$ cat src/sv/qslerp_pkg.sv
// shared types, constants and the cordic angle table for the slerp core
package qslerp_pkg;

    localparam int COMP_W      = 16;
    localparam int T_ONE       = 16384;
    localparam int QUEUE_DEPTH = 4;
    localparam int SQRT_STEPS  = 29;
    localparam int DIV_STEPS   = 32;
    localparam int DIV_LAT     = DIV_STEPS + 2;

    localparam logic [14:0] THR_RESET   = 15'd16382;
    localparam logic [33:0] DOT_LIMIT   = 34'd295279002;
    localparam logic [33:0] DOT_ONE     = 34'd268435456;
    localparam logic [35:0] CORDIC_GAIN = 36'd652032874;

    typedef struct packed {
        logic signed [COMP_W-1:0] start_w;
        logic signed [COMP_W-1:0] start_x;
        logic signed [COMP_W-1:0] start_y;
        logic signed [COMP_W-1:0] start_z;
        logic signed [COMP_W-1:0] end_w;
        logic signed [COMP_W-1:0] end_x;
        logic signed [COMP_W-1:0] end_y;
        logic signed [COMP_W-1:0] end_z;
        logic signed [COMP_W-1:0] blend_t;
    } qslerp_in_t;

    typedef struct packed {
        logic signed [COMP_W-1:0] out_w;
        logic signed [COMP_W-1:0] out_x;
        logic signed [COMP_W-1:0] out_y;
        logic signed [COMP_W-1:0] out_z;
        logic                     dot_too_large;
    } qslerp_out_t;

    typedef enum logic [1:0] {
        CLS_START,
        CLS_END,
        CLS_LINEAR,
        CLS_SPHERE
    } qslerp_cls_t;

    // classified request between front and back, index 3 is w and 0 is z
    typedef struct packed {
        logic [3:0][COMP_W-1:0] a;
        logic [3:0][COMP_W:0]   b;
        logic [13:0]            t;
        qslerp_cls_t            cls;
        logic                   flag;
        logic [27:0]            dot;
    } qslerp_item_t;

    // atan(2^-i) in q30, truncated
    function automatic logic [31:0] atan_q30(input int i);
        logic [31:0] v;
        case (i)
            0: v = 32'd843314856;
            1: v = 32'd497837829;
            2: v = 32'd263043836;
            3: v = 32'd133525158;
            4: v = 32'd67021686;
            5: v = 32'd33543515;
            6: v = 32'd16775850;
            7: v = 32'd8388437;
            8: v = 32'd4194282;
            9: v = 32'd2097149;
            default: v = (i <= 30) ? 32'((64'd1 << (30 - i)) - 64'd1) : 32'd0;
        endcase
        return v;
    endfunction

endpackage

$ cat src/sv/qslerp_queue.sv
// short fifo between the classifying front and the arithmetic back
module qslerp_queue import qslerp_pkg::*; (
    input  logic         clk,
    input  logic         rst_n,
    input  logic         push,
    input  qslerp_item_t push_item,
    output logic         full,
    input  logic         pop,
    output logic         not_empty,
    output qslerp_item_t pop_item
);

    localparam int AW = $clog2(QUEUE_DEPTH);

    qslerp_item_t   entry_reg [QUEUE_DEPTH];
    logic [AW-1:0]  wptr_reg, rptr_reg;
    logic [AW:0]    count_reg;

    assign full      = count_reg == (AW+1)'(QUEUE_DEPTH);
    assign not_empty = count_reg != '0;
    assign pop_item  = entry_reg[rptr_reg];

    always_ff @(posedge clk or negedge rst_n)
    begin
        if (!rst_n)
        begin
            wptr_reg  <= '0;
            rptr_reg  <= '0;
            count_reg <= '0;
        end
        else
        begin
            if (push)
            begin
                wptr_reg <= (wptr_reg == AW'(QUEUE_DEPTH - 1)) ? '0 : wptr_reg + 1'b1;
            end
            if (pop)
            begin
                rptr_reg <= (rptr_reg == AW'(QUEUE_DEPTH - 1)) ? '0 : rptr_reg + 1'b1;
            end
            count_reg <= count_reg + (AW+1)'(push) - (AW+1)'(pop);
        end
    end

    always_ff @(posedge clk)
    begin
        if (push)
        begin
            entry_reg[wptr_reg] <= push_item;
        end
    end

endmodule

$ cat config.mk
export PLATFORM = sky130hd
export DESIGN_NAME = qslerp_queue
export DESIGN_NICKNAME = d
export VERILOG_FILES = /design/src/sv/qslerp_pkg.sv /design/src/sv/qslerp_queue.sv
export SDC_FILE = /design/constraint.sdc
export NUM_CORES = 1
export LEC_CHECK = 0
export ABC_CLOCK_PERIOD_IN_PS = 7500
export BUFFER_PORTS_ARGS = -buffer_cell sky130_fd_sc_hd__buf_2
export CAP_MARGIN = 20
export CORE_MARGIN = 5
export CORE_UTILIZATION = 57
export CTS_BUF_LIST = sky130_fd_sc_hd__clkbuf_16
export CTS_CLUSTER_SIZE = 25
export DETAILED_ROUTE_END_ITERATION = 10
export PLACE_DENSITY = 0.88
export RECOVER_POWER = 100
export SLEW_MARGIN = 10
export SYNTH_ARGS = -nofsm -noshare
export SYNTH_HDL_FRONTEND = slang
export SYNTH_SLANG_ARGS = --single-unit
export TNS_END_PERCENT = 20
$ cat constraint.sdc
create_clock -name clk -period 7.5 [get_ports clk]
set_clock_uncertainty 0.1 [all_clocks]
set_input_delay 1.125 -clock clk [delete_from_list [all_inputs] [get_ports clk]]
set_output_delay 1.125 -clock clk [all_outputs]
set_load 0.01 [all_outputs]
======== Word level (Yosys, flattened, before mapping) ========
Memory sizes are Yosys's and may differ from the RTL's.
Index checks and enable logic that the tools add are counted.
word-level totals
  flip-flop bits (word level) ............. 7
  memory bits (writable) .................. 708
  bits of input ports ..................... 181
  output and inout port bits .............. 179
  word-level logic and storage cells ...... 16
  memories kept ........................... 1
memories
  memory     words  width  read ports  clocked after memory_dff  write ports  RTL line            text
  entry_reg  4      177    1           0                         1            qslerp_queue.sv:15  qslerp_item_t entry_reg [QUEUE_DEPTH];
operators by class
  add/sub/neg operators ................... 4
  eq/ne operators ......................... 3
  mux-type cells .......................... 4
  reduce and logical (&&, ||, !) cells .... 1
operators with widths
  operator                                     count
  adder 2 x 1 -> 2 bit, second input constant  2
  == test 2 bit, second input constant         2
  2-to-1 mux 2 bit                             2
  adder 3 x 1 -> 3 bit                         1
  == test 3 bit, second input constant         1
  nonzero test 3 bit                           1
  subtractor 3 x 1 -> 3 bit                    1
  2-to-1 mux 1 bit                             2

======== Logic depth before layout (Yosys ltp) ========
  word-level depth ........................ 2
  gate-level depth with buffers ........... 7
  gate-level depth less buffers ........... 7

======== Worst setup path before layout ========
No wires, ideal clock.
  kind .................................... input to register
  start ................................... input push
  end ..................................... memory entry_reg[0][0] (netlist name) (enable)
  arrival ................................. 5.150 ns
  required time ........................... 6.842 ns
  slack ................................... 1.692 ns
  stages .................................. 1
  path buffers ............................ 0
  cell sequence ........................... and2_1
on the way
  word-level cells in the longest chain between the ends .. 2
ends and longest elaborated chain
  what                                    RTL line            text
  start: declaration                      qslerp_queue.sv:5   input logic push,
  2-to-1 mux 1 bit                        qslerp_queue.sv:47  if (push)
  2-to-1 mux 1 bit (not written as such)  qslerp_queue.sv:49  entry_reg[wptr_reg] <= push_item;
  end: declaration                        qslerp_queue.sv:15
No other way between the ends.

======== Worst setup path after layout ========
  start ................................... input push
  end ..................................... memory entry_reg[1][140] (netlist name) (enable)
The elaborated chain is that of the path after synthesis.

==> impl_metrics.ini <==
[setup_path]
worstPathRequired_ps = 7590
cp-start-kind = input port
critPathTopFamily = simple AND/OR/NAND/NOR gates
crit_chain = clkbuf_1 > and2_0 > buf_4
slowest_delay_ps = 2740
cp_num_buf_inv = 2
crit_path_end_kind = register
slowest_stage = and2_0
r2r_setup_slack_ps = 2400
critical_path_class = input port to register
critPathArrivalTime_ps = 5430
crit_fanout = 72

[sta]
maxSlewViolCount = 243
slew-limit-headroom_pct = -195
hold_viol_final = 0
period_share_pct = 71.2
setup-violations-final = 0
max_freq_mhz = 187
worstMarginPinSlew_ps = 4430
finalCriticalPeriod_ps = 5340
rsz0062_at_grt = false
finalSetupTns_ps = 0

[placed_design]
placed_area_um2 = 28300
dp_hpwl_um = 31400
io_buffers = 359
dp_cells = 1891
gp_congestion = 0.745

[clock_tree]
cts-root-buf = clkbuf_16
cts_made_buffers = 70
cts_sinks = 715
cts_buffer_depth = 3
insertion_delay_ps = 590
htreeDepth = 3
postCtsSetupBuffers = 0
cts_tree = done
path_clk_slew_ps = 60
cts_hold_buf = 0
cts-resized-gates = 0

[global_route]
overflow = 0
antenna_found_initial = 7
first_global_vias = 12821
grt_pass1_wl_um = 82600
grt_max_degree = 126
grt_util_all_layers_pct = 22.4

[final_layout]
final_cell_count_no_fill = 2018
drive_gt1_share_pct = 20.2
largest_register_ffs = 708
final_nets = 1552
final_cell_mix = edfxtp_1 (708), clkbuf_1 (356), mux4_2 (177), clkbuf_16 (71), inv_1 (26)
design_area_um2 = 30100
mostFrequentLayoutCell = edfxtp_1
area_growth_pct = 15.9

[route]
ant_nets = 0
routedWlPerCell_um = 27.5
drc = 0
wl_met2_um = 28300
first_iter_violations = 968
wl_um = 55500
drt-met1-wl_um = 20100
via_per_inst = 5.91
firstDrtPassIters = 5
wl_met3_um = 5510
num_vias = 11931
maxUsedRoutingLayer = met5

[power_and_ir_drop]
p_per_area_nw_per_um2 = 394
vdd_drop_max_v = 0.000312
p_leak_nw = 9.45
power_mw = 11.9

[yosys]
synth_area_um2 = 25900
avgSynthCellArea_um2 = 27.0
yosysWarnings = 0
syn_nets = 1150
synth-seq-cells = 715
synth_cell_types = 18
ys_seq_area_share_pct = 82.6
synthCells = 961

[floorplanning]
initial_utilization_pct = 57.4
num_rows = 78
die_y_um = 223
die_w_um = 223
core_um2 = 45200
io_pins = 360
die_area_um2 = 49900

[run_status]
status = finished with violations
violations = capacitance limit, slew limit

[hold_path]
hp-class = input port to asynchronous set/reset pin

[flow_run]
maxCapViolations = 5
[per-layer routing]
metal,vias to the layer above,global-route usage (%)
li1,4982,-
met1,6259,29.3
met2,579,36.3
met3,107,7.22
met4,4,7.71
met5,-,0
[cells in the mapped netlist, drive strengths merged]
| cell type | count | share of area, % |
|---|---|---|
| inv | 6 | 0.087 |
| edfxtp | 708 | 82 |
| o21ai | 2 | 0.039 |
| buf | 34 | 0.99 |
| ha | 7 | 0.34 |
| xnor2 | 2 | 0.068 |
| mux4 | 177 | 15 |
| or3 | 1 | 0.024 |
| dfrtp | 7 | 0.68 |
| or3b | 1 | 0.034 |
| and2 | 4 | 0.096 |
| fa | 1 | 0.077 |
| clkbuf | 6 | 0.087 |
| nand2 | 1 | 0.014 |
| and3 | 1 | 0.024 |
| nor2 | 1 | 0.014 |
| mux2 | 2 | 0.087 |
[stage by stage]
stage / setup WS, ps / utilization [%] / hold WS, ps
finish: 2160 / 66.5 / 352
global route: 1780 / 66.5 / 355
CTS: 3020 / 67.5 / 232
detailed placement: 3690 / 62.7 / 480
global placement: 3660 / 62.7 / 481
floorplan: 1690 / - / 450
[cell type report]
type	count	area, µm²
diodes	6	15.0
clock inverters	50	385
fillers	2874	15100
repair buffers	370	1470
clock buffers	71	1780
inverters	6	22.5
flip-flops and latches	715	21400
well taps	600	751
multi-input cells	200	4200
[logic make-up after synthesis]
group           synth area share, %
mux                            15.5
xor+xnor                     0.0676
flops                          82.6
fa+ha+maj                     0.415
buf+inv                        1.17
compound gates               0.0386
simple gates                  0.207
[power by group]
group	switching [mW]	internal [mW]	total, mW	leakage [nW]
clock	1.41	1.92	3.33	1.13
sequential	0.285	5.15	5.44	6.58
combinational	1.79	1.30	3.09	1.73
[path summary, 6_finish.rpt]
check / end / startpoint / cells after the start
max: entry_reg[1][140] / push / 3
min: count_reg[0] / rst_n / 1
max reg2reg: entry_reg[1][140] / wptr_reg[1] / 4
min reg2reg: count_reg[2] / count_reg[1] / 2
max in group asynchronous: rptr_reg[1] / rst_n / 1
min in group clk: count_reg[2] / count_reg[1] / 2
[worst reg2reg max path, stage by stage, from the launching register on]
cell and delay (ps):
dfrtp_1 400, inv_1 110, ha_1 150, and2_0 2670
buf_4 1120
Power figures use the tool's default switching activity.
