===== config.mk =====
export PLATFORM = sky130hd
export DESIGN_NAME = qslerp_front
export DESIGN_NICKNAME = d
export VERILOG_FILES = /design/src/sv/qslerp_pkg.sv /design/src/sv/qslerp_front.sv
export SDC_FILE = /design/constraint.sdc
export NUM_CORES = 2
export LEC_CHECK = 0
export BUFFER_PORTS_ARGS = -buffer_cell sky130_fd_sc_hd__buf_2
export CORE_ASPECT_RATIO = 2
export CORE_UTILIZATION = 48
export CTS_CLUSTER_DIAMETER = 80
export DETAILED_ROUTE_END_ITERATION = 8
export GPL_TIMING_DRIVEN = 0
export HOLD_SLACK_MARGIN = 0.08
export PLACE_DENSITY_LB_ADDON = 0.05
export SYNTH_ARGS = -nofsm -noshare
export SYNTH_HDL_FRONTEND = slang
export SYNTH_SLANG_ARGS = --single-unit

===== constraint.sdc =====
create_clock -name clk -period 23.5 [get_ports clk]
set_input_delay 2.35 -clock clk [delete_from_list [all_inputs] [get_ports clk]]
set_output_delay 2.35 -clock clk [all_outputs]
set_load 0.005 [all_outputs]

===== src/sv/qslerp_pkg.sv =====
// shared types, constants and the cordic angle table for the slerp core
package qslerp_pkg;

    localparam int COMP_W      = 16;
    localparam int T_ONE       = 16384;
    localparam int QUEUE_DEPTH = 4;
    localparam int SQRT_STEPS  = 29;
    localparam int DIV_STEPS   = 32;
    localparam int DIV_LAT     = DIV_STEPS + 2;

    localparam logic [14:0] THR_RESET   = 15'd16382;
    localparam logic [33:0] DOT_LIMIT   = 34'd295279002;
    localparam logic [33:0] DOT_ONE     = 34'd268435456;
    localparam logic [35:0] CORDIC_GAIN = 36'd652032874;

    typedef struct packed {
        logic signed [COMP_W-1:0] start_w;
        logic signed [COMP_W-1:0] start_x;
        logic signed [COMP_W-1:0] start_y;
        logic signed [COMP_W-1:0] start_z;
        logic signed [COMP_W-1:0] end_w;
        logic signed [COMP_W-1:0] end_x;
        logic signed [COMP_W-1:0] end_y;
        logic signed [COMP_W-1:0] end_z;
        logic signed [COMP_W-1:0] blend_t;
    } qslerp_in_t;

    typedef struct packed {
        logic signed [COMP_W-1:0] out_w;
        logic signed [COMP_W-1:0] out_x;
        logic signed [COMP_W-1:0] out_y;
        logic signed [COMP_W-1:0] out_z;
        logic                     dot_too_large;
    } qslerp_out_t;

    typedef enum logic [1:0] {
        CLS_START,
        CLS_END,
        CLS_LINEAR,
        CLS_SPHERE
    } qslerp_cls_t;

    // classified request between front and back, index 3 is w and 0 is z
    typedef struct packed {
        logic [3:0][COMP_W-1:0] a;
        logic [3:0][COMP_W:0]   b;
        logic [13:0]            t;
        qslerp_cls_t            cls;
        logic                   flag;
        logic [27:0]            dot;
    } qslerp_item_t;

    // atan(2^-i) in q30, truncated
    function automatic logic [31:0] atan_q30(input int i);
        logic [31:0] v;
        case (i)
            0: v = 32'd843314856;
            1: v = 32'd497837829;
            2: v = 32'd263043836;
            3: v = 32'd133525158;
            4: v = 32'd67021686;
            5: v = 32'd33543515;
            6: v = 32'd16775850;
            7: v = 32'd8388437;
            8: v = 32'd4194282;
            9: v = 32'd2097149;
            default: v = (i <= 30) ? 32'((64'd1 << (30 - i)) - 64'd1) : 32'd0;
        endcase
        return v;
    endfunction

endpackage


===== src/sv/qslerp_front.sv =====
// front end: request register, dot product, sign fold and classification
module qslerp_front import qslerp_pkg::*; (
    input  logic         clk,
    input  logic         rst_n,
    input  logic         in_valid,
    output logic         in_ready,
    input  qslerp_in_t   in_data,
    input  logic         cfg_valid,
    output logic         cfg_ready,
    input  logic [14:0]  cfg_data,
    input  logic         q_full,
    output logic         q_push,
    output qslerp_item_t q_item
);

    logic               v1_reg, v2_reg, v3_reg, v4_reg;
    qslerp_in_t         d1_reg, d2_reg, d3_reg;
    logic signed [31:0] p_reg [4];
    logic signed [31:0] p_next [4];
    logic signed [33:0] dot_reg;
    logic signed [33:0] dot_next;
    qslerp_item_t       item_reg;
    qslerp_item_t       item_next;
    logic [14:0]        thr_reg;
    logic               fen;

    logic [3:0][15:0]   a1, b1, a3, b3;
    logic signed [15:0] tv;
    logic               t_low, t_high, neg;
    logic [33:0]        absd;

    assign fen       = !(v4_reg && q_full);
    assign in_ready  = fen;
    assign cfg_ready = 1'b1;
    assign q_push    = v4_reg && !q_full;
    assign q_item    = item_reg;

    assign a1 = {d1_reg.start_w, d1_reg.start_x, d1_reg.start_y, d1_reg.start_z};
    assign b1 = {d1_reg.end_w, d1_reg.end_x, d1_reg.end_y, d1_reg.end_z};
    assign a3 = {d3_reg.start_w, d3_reg.start_x, d3_reg.start_y, d3_reg.start_z};
    assign b3 = {d3_reg.end_w, d3_reg.end_x, d3_reg.end_y, d3_reg.end_z};

    always_comb
    begin
        for (int i = 0; i < 4; i++)
        begin
            p_next[i] = $signed(a1[i]) * $signed(b1[i]);
        end
        dot_next = {{2{p_reg[0][31]}}, p_reg[0]} + {{2{p_reg[1][31]}}, p_reg[1]}
                 + {{2{p_reg[2][31]}}, p_reg[2]} + {{2{p_reg[3][31]}}, p_reg[3]};
    end

    always_comb
    begin
        tv     = d3_reg.blend_t;
        t_low  = tv <= 16'sd0;
        t_high = tv >= 16'sd16384;
        neg    = dot_reg < 34'sd0;
        absd   = neg ? 34'(-dot_reg) : 34'(dot_reg);

        item_next.a    = a3;
        item_next.t    = tv[13:0];
        item_next.dot  = absd[27:0];
        item_next.flag = !t_low && !t_high && (absd >= DOT_LIMIT);
        for (int i = 0; i < 4; i++)
        begin
            // end quaternion folds onto the short arc only for a real blend
            if (!t_low && !t_high && neg)
            begin
                item_next.b[i] = 17'(-$signed({b3[i][15], b3[i]}));
            end
            else
            begin
                item_next.b[i] = {b3[i][15], b3[i]};
            end
        end
        if (t_low)
        begin
            item_next.cls = CLS_START;
        end
        else if (t_high)
        begin
            item_next.cls = CLS_END;
        end
        else if (absd > {5'b0, thr_reg, 14'b0} || absd >= DOT_ONE)
        begin
            item_next.cls = CLS_LINEAR;
        end
        else
        begin
            item_next.cls = CLS_SPHERE;
        end
    end

    always_ff @(posedge clk or negedge rst_n)
    begin
        if (!rst_n)
        begin
            v1_reg  <= 1'b0;
            v2_reg  <= 1'b0;
            v3_reg  <= 1'b0;
            v4_reg  <= 1'b0;
            thr_reg <= THR_RESET;
        end
        else
        begin
            if (cfg_valid)
            begin
                thr_reg <= cfg_data;
            end
            if (fen)
            begin
                v1_reg <= in_valid;
                v2_reg <= v1_reg;
                v3_reg <= v2_reg;
                v4_reg <= v3_reg;
            end
        end
    end

    always_ff @(posedge clk)
    begin
        if (fen)
        begin
            d1_reg   <= in_data;
            d2_reg   <= d1_reg;
            d3_reg   <= d2_reg;
            p_reg    <= p_next;
            dot_reg  <= dot_next;
            item_reg <= item_next;
        end
    end

endmodule


# Word level (Yosys, flattened, before mapping)
# Index checks and enable logic that the tools add are counted.
# op_classes
add_sub_neg	8
mul	4
n_div	0
magnitude_cmp	6
n_eq_ne	0
shift	0
muxes	7
bitwise	0
n_reduce_logical	11
# op_table
operator	n
multiplier 16 x 16 -> 32 bit	4
greater-or-equal comparator 34 x 29 -> 1 bit, second input constant	2
2-to-1 mux 17 bit	4
negator 16 -> 17 bit	4
adder 33 x 32 -> 34 bit	1
adder 34 bit	1
> comparator 34 x 29 -> 1 bit	1
< comparator 34 x 1 -> 1 bit, second input constant	1
2-to-1 mux 34 bit	1
negator 34 bit	1
adder 32 x 32 -> 33 bit	1
greater-or-equal comparator 16 bit, second input constant	1
<= comparator 16 x 1 -> 1 bit, second input constant	1
logical AND 1 bit	5
zero test 1 bit	4
2-to-1 mux 1 bit	2
OR reduction 2 bit	1
logical OR 1 bit	1
# word_totals
regBits	790
latchBits	0
mem_bits_rw	0
rom_bits	0
input_bits	164
out_inout_bits	180
word_cells	86
memories	0

# Depth between registers and ports, before layout
# logic_depth
depth_word	6
mapped_depth	26
mapped_depth_nobuf	25

# Worst setup path before layout
# OpenSTA, ideal clock, no wires.
# synth_timing
path_kind	in2out
startpoint	input port q_full
endpoint	output port in_ready
arrival_time_ps	18623
required_ps	21150
setup_slack_ps	2527
cell_stages	1
n_path_buf	0
path_cell_list	nand2_1
# synth_between
elab_chain_cells	2
# synth_lines
element	line	text
start: declaration	qslerp_front.sv:11	input logic q_full,
logical AND 1 bit	qslerp_front.sv:32	assign fen = !(v4_reg && q_full);
zero test 1 bit	qslerp_front.sv:32	
end: declaration	qslerp_front.sv:6	output logic in_ready,
# Every way passes these cells.

==> summary.txt <==
status: complete, no violations
setup bufs post-CTS: 0
synthesized flop and latch total: 790
top-area cell type share of the netlist area: 33.9%
reg2reg setup slack: 15.77 ns
post-synthesis sequential area ratio: 34.6%
DRT iter0 DRCs: 2,137
CP max stage delay: 0.71 ns
Max Slew Vio Count: 0
starting density of the core: 48.4%
DR DRC count: 0
CP startpoint kind: flip-flop
vias in the first global route: 46,700
cts bufs inserted: 77
layout cells sized above 1: 8.27%
# H-tree levels: 3
DR vias/cell: 5.24
cells after synthesis: 5,796
area grow syn2layout: 10.2%
top post-synthesis cells by area: edfxtp_1 34%, fa_1 33%, ha_1 7.0%
worst skew pair latency: 0.67 ns
Rows: 195
Max-Cap Viols: 0
R2R Path Start: b1[39]
CTS tree: yes
placed cell area: 0.0727 sq mm
global route overflow: 0
max_slew headroom: 19.4%
RSZ-0062 raised after global routing: no
critical-path maximum fanout: 10
hold path depth: 0
Most common cell on crit path: fa_1
Worst-Margin Slew: 1.21 ns
Post-synth ARST share: 2.41%
Synth top cells by count: 1,190 x inv_1, 1,113 x fa_1, 771 x edfxtp_1, 583 x nand2_1, 501 x and2_1
crit path kind: reg2reg
Routed Antenna Nets: 0
cell breakdown of the critical path: clkbuf_1, nand2_1, fa_1, inv_1, fa_1, inv_1, fa_1, inv_1, fa_1, fa_1, inv_1, fa_1, inv_1, ha_1, a21o_1, a21o_1, a21oi_1, o21ai_0, a31o_2, a41o_1, o41ai_1, o2111ai_1, a21oi_1, xnor2_1
Netlist Area Pre-Place: 0.0683 sq mm
Post-Syn Nets: 7,455
Final Util: 53.3%
Final setup viols: 0
Tmin final: 7.73 ns
min-delay src: d2_reg[70]
skew final: 0.0333 ns
first-pass GRT wire length: 278,000 microns
DP HPWL: 154,000 microns
layout filler cell count: 12,800
clock slew at reported path FFs: 0.07 ns
# nets final: 7,887
CTS Sinks: 790
Post-CTS Hold Fix Bufs: 0
Post-synth EDFFs: 771
Ports: 344
Hold EP: b3[54]
slowest stage cell, crit path: edfxtp_1
FMAX: 0.129 GHz
CP bufs+invs: 6
final hold vios: 0
syn_area_per_cell: 11.8 sq um
initial antenna violation count: 9
CP required: 23.92 ns
delay-heaviest family, CP: adder cells
average routed wire per standard cell: 22.8 microns
type of the most critical hold path: reg2reg
Largest register FFs: 177
Period Utilization, post-route: 32.9%
via count: 42,800
synth warn: 0
root buffer cell: clkbuf_16
count of cell types in the netlist: 70
Final GP Congestion: 0.929
Pre-antenna DRT Iters: 7
clk buf depth: 3
crit path DAT: 8.15 ns
IO buf count: 341
element type at the critical path end: flip-flop
terminus of the critical flop-to-flop path: p_reg[62]
Finished Cell Area: 0.0752 sq mm
Setup TNS: 0 ns
area of the die: 0.144 sq mm
ys flop type: edfxtp_1
DRT Wirelength: 186,000 microns
Die W: 269 microns
largest net degree at the start of global routing: 77
post-CTS sizing: 0
Yosys top cell by area: edfxtp_1
worst r2r path cells: 24
die extent in y: 535 microns
top-count cell post-synth: inv_1
Core ar.: 0.141 sq mm
GRT Overall Usage: 26.8%
## logic make-up after synthesis
logic type	after synthesis	synth area share (%)
multiplexers	6	0.0971
flip-flops	790	34.6
buffers and inverters	1341	7.39
AO/OA/AOI/OAI	465	4.38
other	1	0.00549
XOR/XNOR	253	3.25
adder cells (fa/ha/maj)	1495	39.6
AND/OR/NAND/NOR	1445	10.6
## placed cells by master, fill, tap and decap left out, types with 12 or more instances in the layout
cell type | netlist | routed
edfxtp_1 | 771 | 771
nand2_1 | 583 | 582
o21a_1 | 27 | 27
or3_1 | 22 | 22
clkbuf_1 | 148 | 156
xnor2_1 | 196 | 196
buf_2 | 0 | 341
xor2_1 | 57 | 57
nor2b_1 | 19 | 19
nor2_1 | 143 | 143
nand3_1 | 35 | 35
inv_1 | 1190 | 1190
o31ai_1 | 23 | 23
a211oi_1 | 14 | 14
nor3_1 | 31 | 31
clkbuf_16 | 0 | 79
ha_1 | 382 | 382
o21ai_0 | 103 | 103
and2_1 | 501 | 501
nor4_1 | 13 | 13
nand2b_1 | 39 | 39
a21o_1 | 68 | 68
o21bai_1 | 24 | 24
o41ai_1 | 12 | 12
a21oi_1 | 126 | 126
fa_1 | 1113 | 1113
dfstp_2 | 13 | 13
## through the flow
stage                     hold slack (ns)  cells  setup WS, ns
after floorplan                     0.400   5796          2.53
final                               0.399   8164         15.77
after detailed placement            0.405   8020         15.72
after CTS                           0.401   8160         15.72
after global placement              0.400   8008         -6.01
after global routing                0.405   8161         15.43
## routing by layer
layer / up-vias / track usage [%] / routed length (microns)
met2: 1108 / 51.7 / 106000
met3: 486 / 2.54 / 6230
li1: 19100 / - / -
met4: 0 / 16.2 / 13000
met5: - / 0 / 0
met1: 22100 / 27.3 / 61200
## worst max path at each step
stage	to	startpoint	slack, ns	cells past startpoint
floorplan	in_ready	q_full	2.53	1
detailed placement	p_reg[62]	a1[39]	15.72	24
global route	p_reg[62]	a1[39]	15.43	24
global placement	in_ready	q_full	-6.01	3
CTS	p_reg[62]	a1[39]	15.72	24
finish	p_reg[62]	b1[39]	15.77	24
## cell type report
class	instances	area, sq um	share of cell area (%)
antenna	4	10.0	0.0133
buffer	151	586	0.779
clock buffer	91	2030	2.70
clock inverter	49	508	0.675
inverter	1190	4470	5.94
multi-input combinational	3665	39600	52.6
sequential	790	23600	31.4
tap	1871	2340	3.11
timing repair buffer	353	2030	2.70
Power is not shown: default switching activity piles up to over one toggle a cycle in this logic, so the estimate is an artifact.
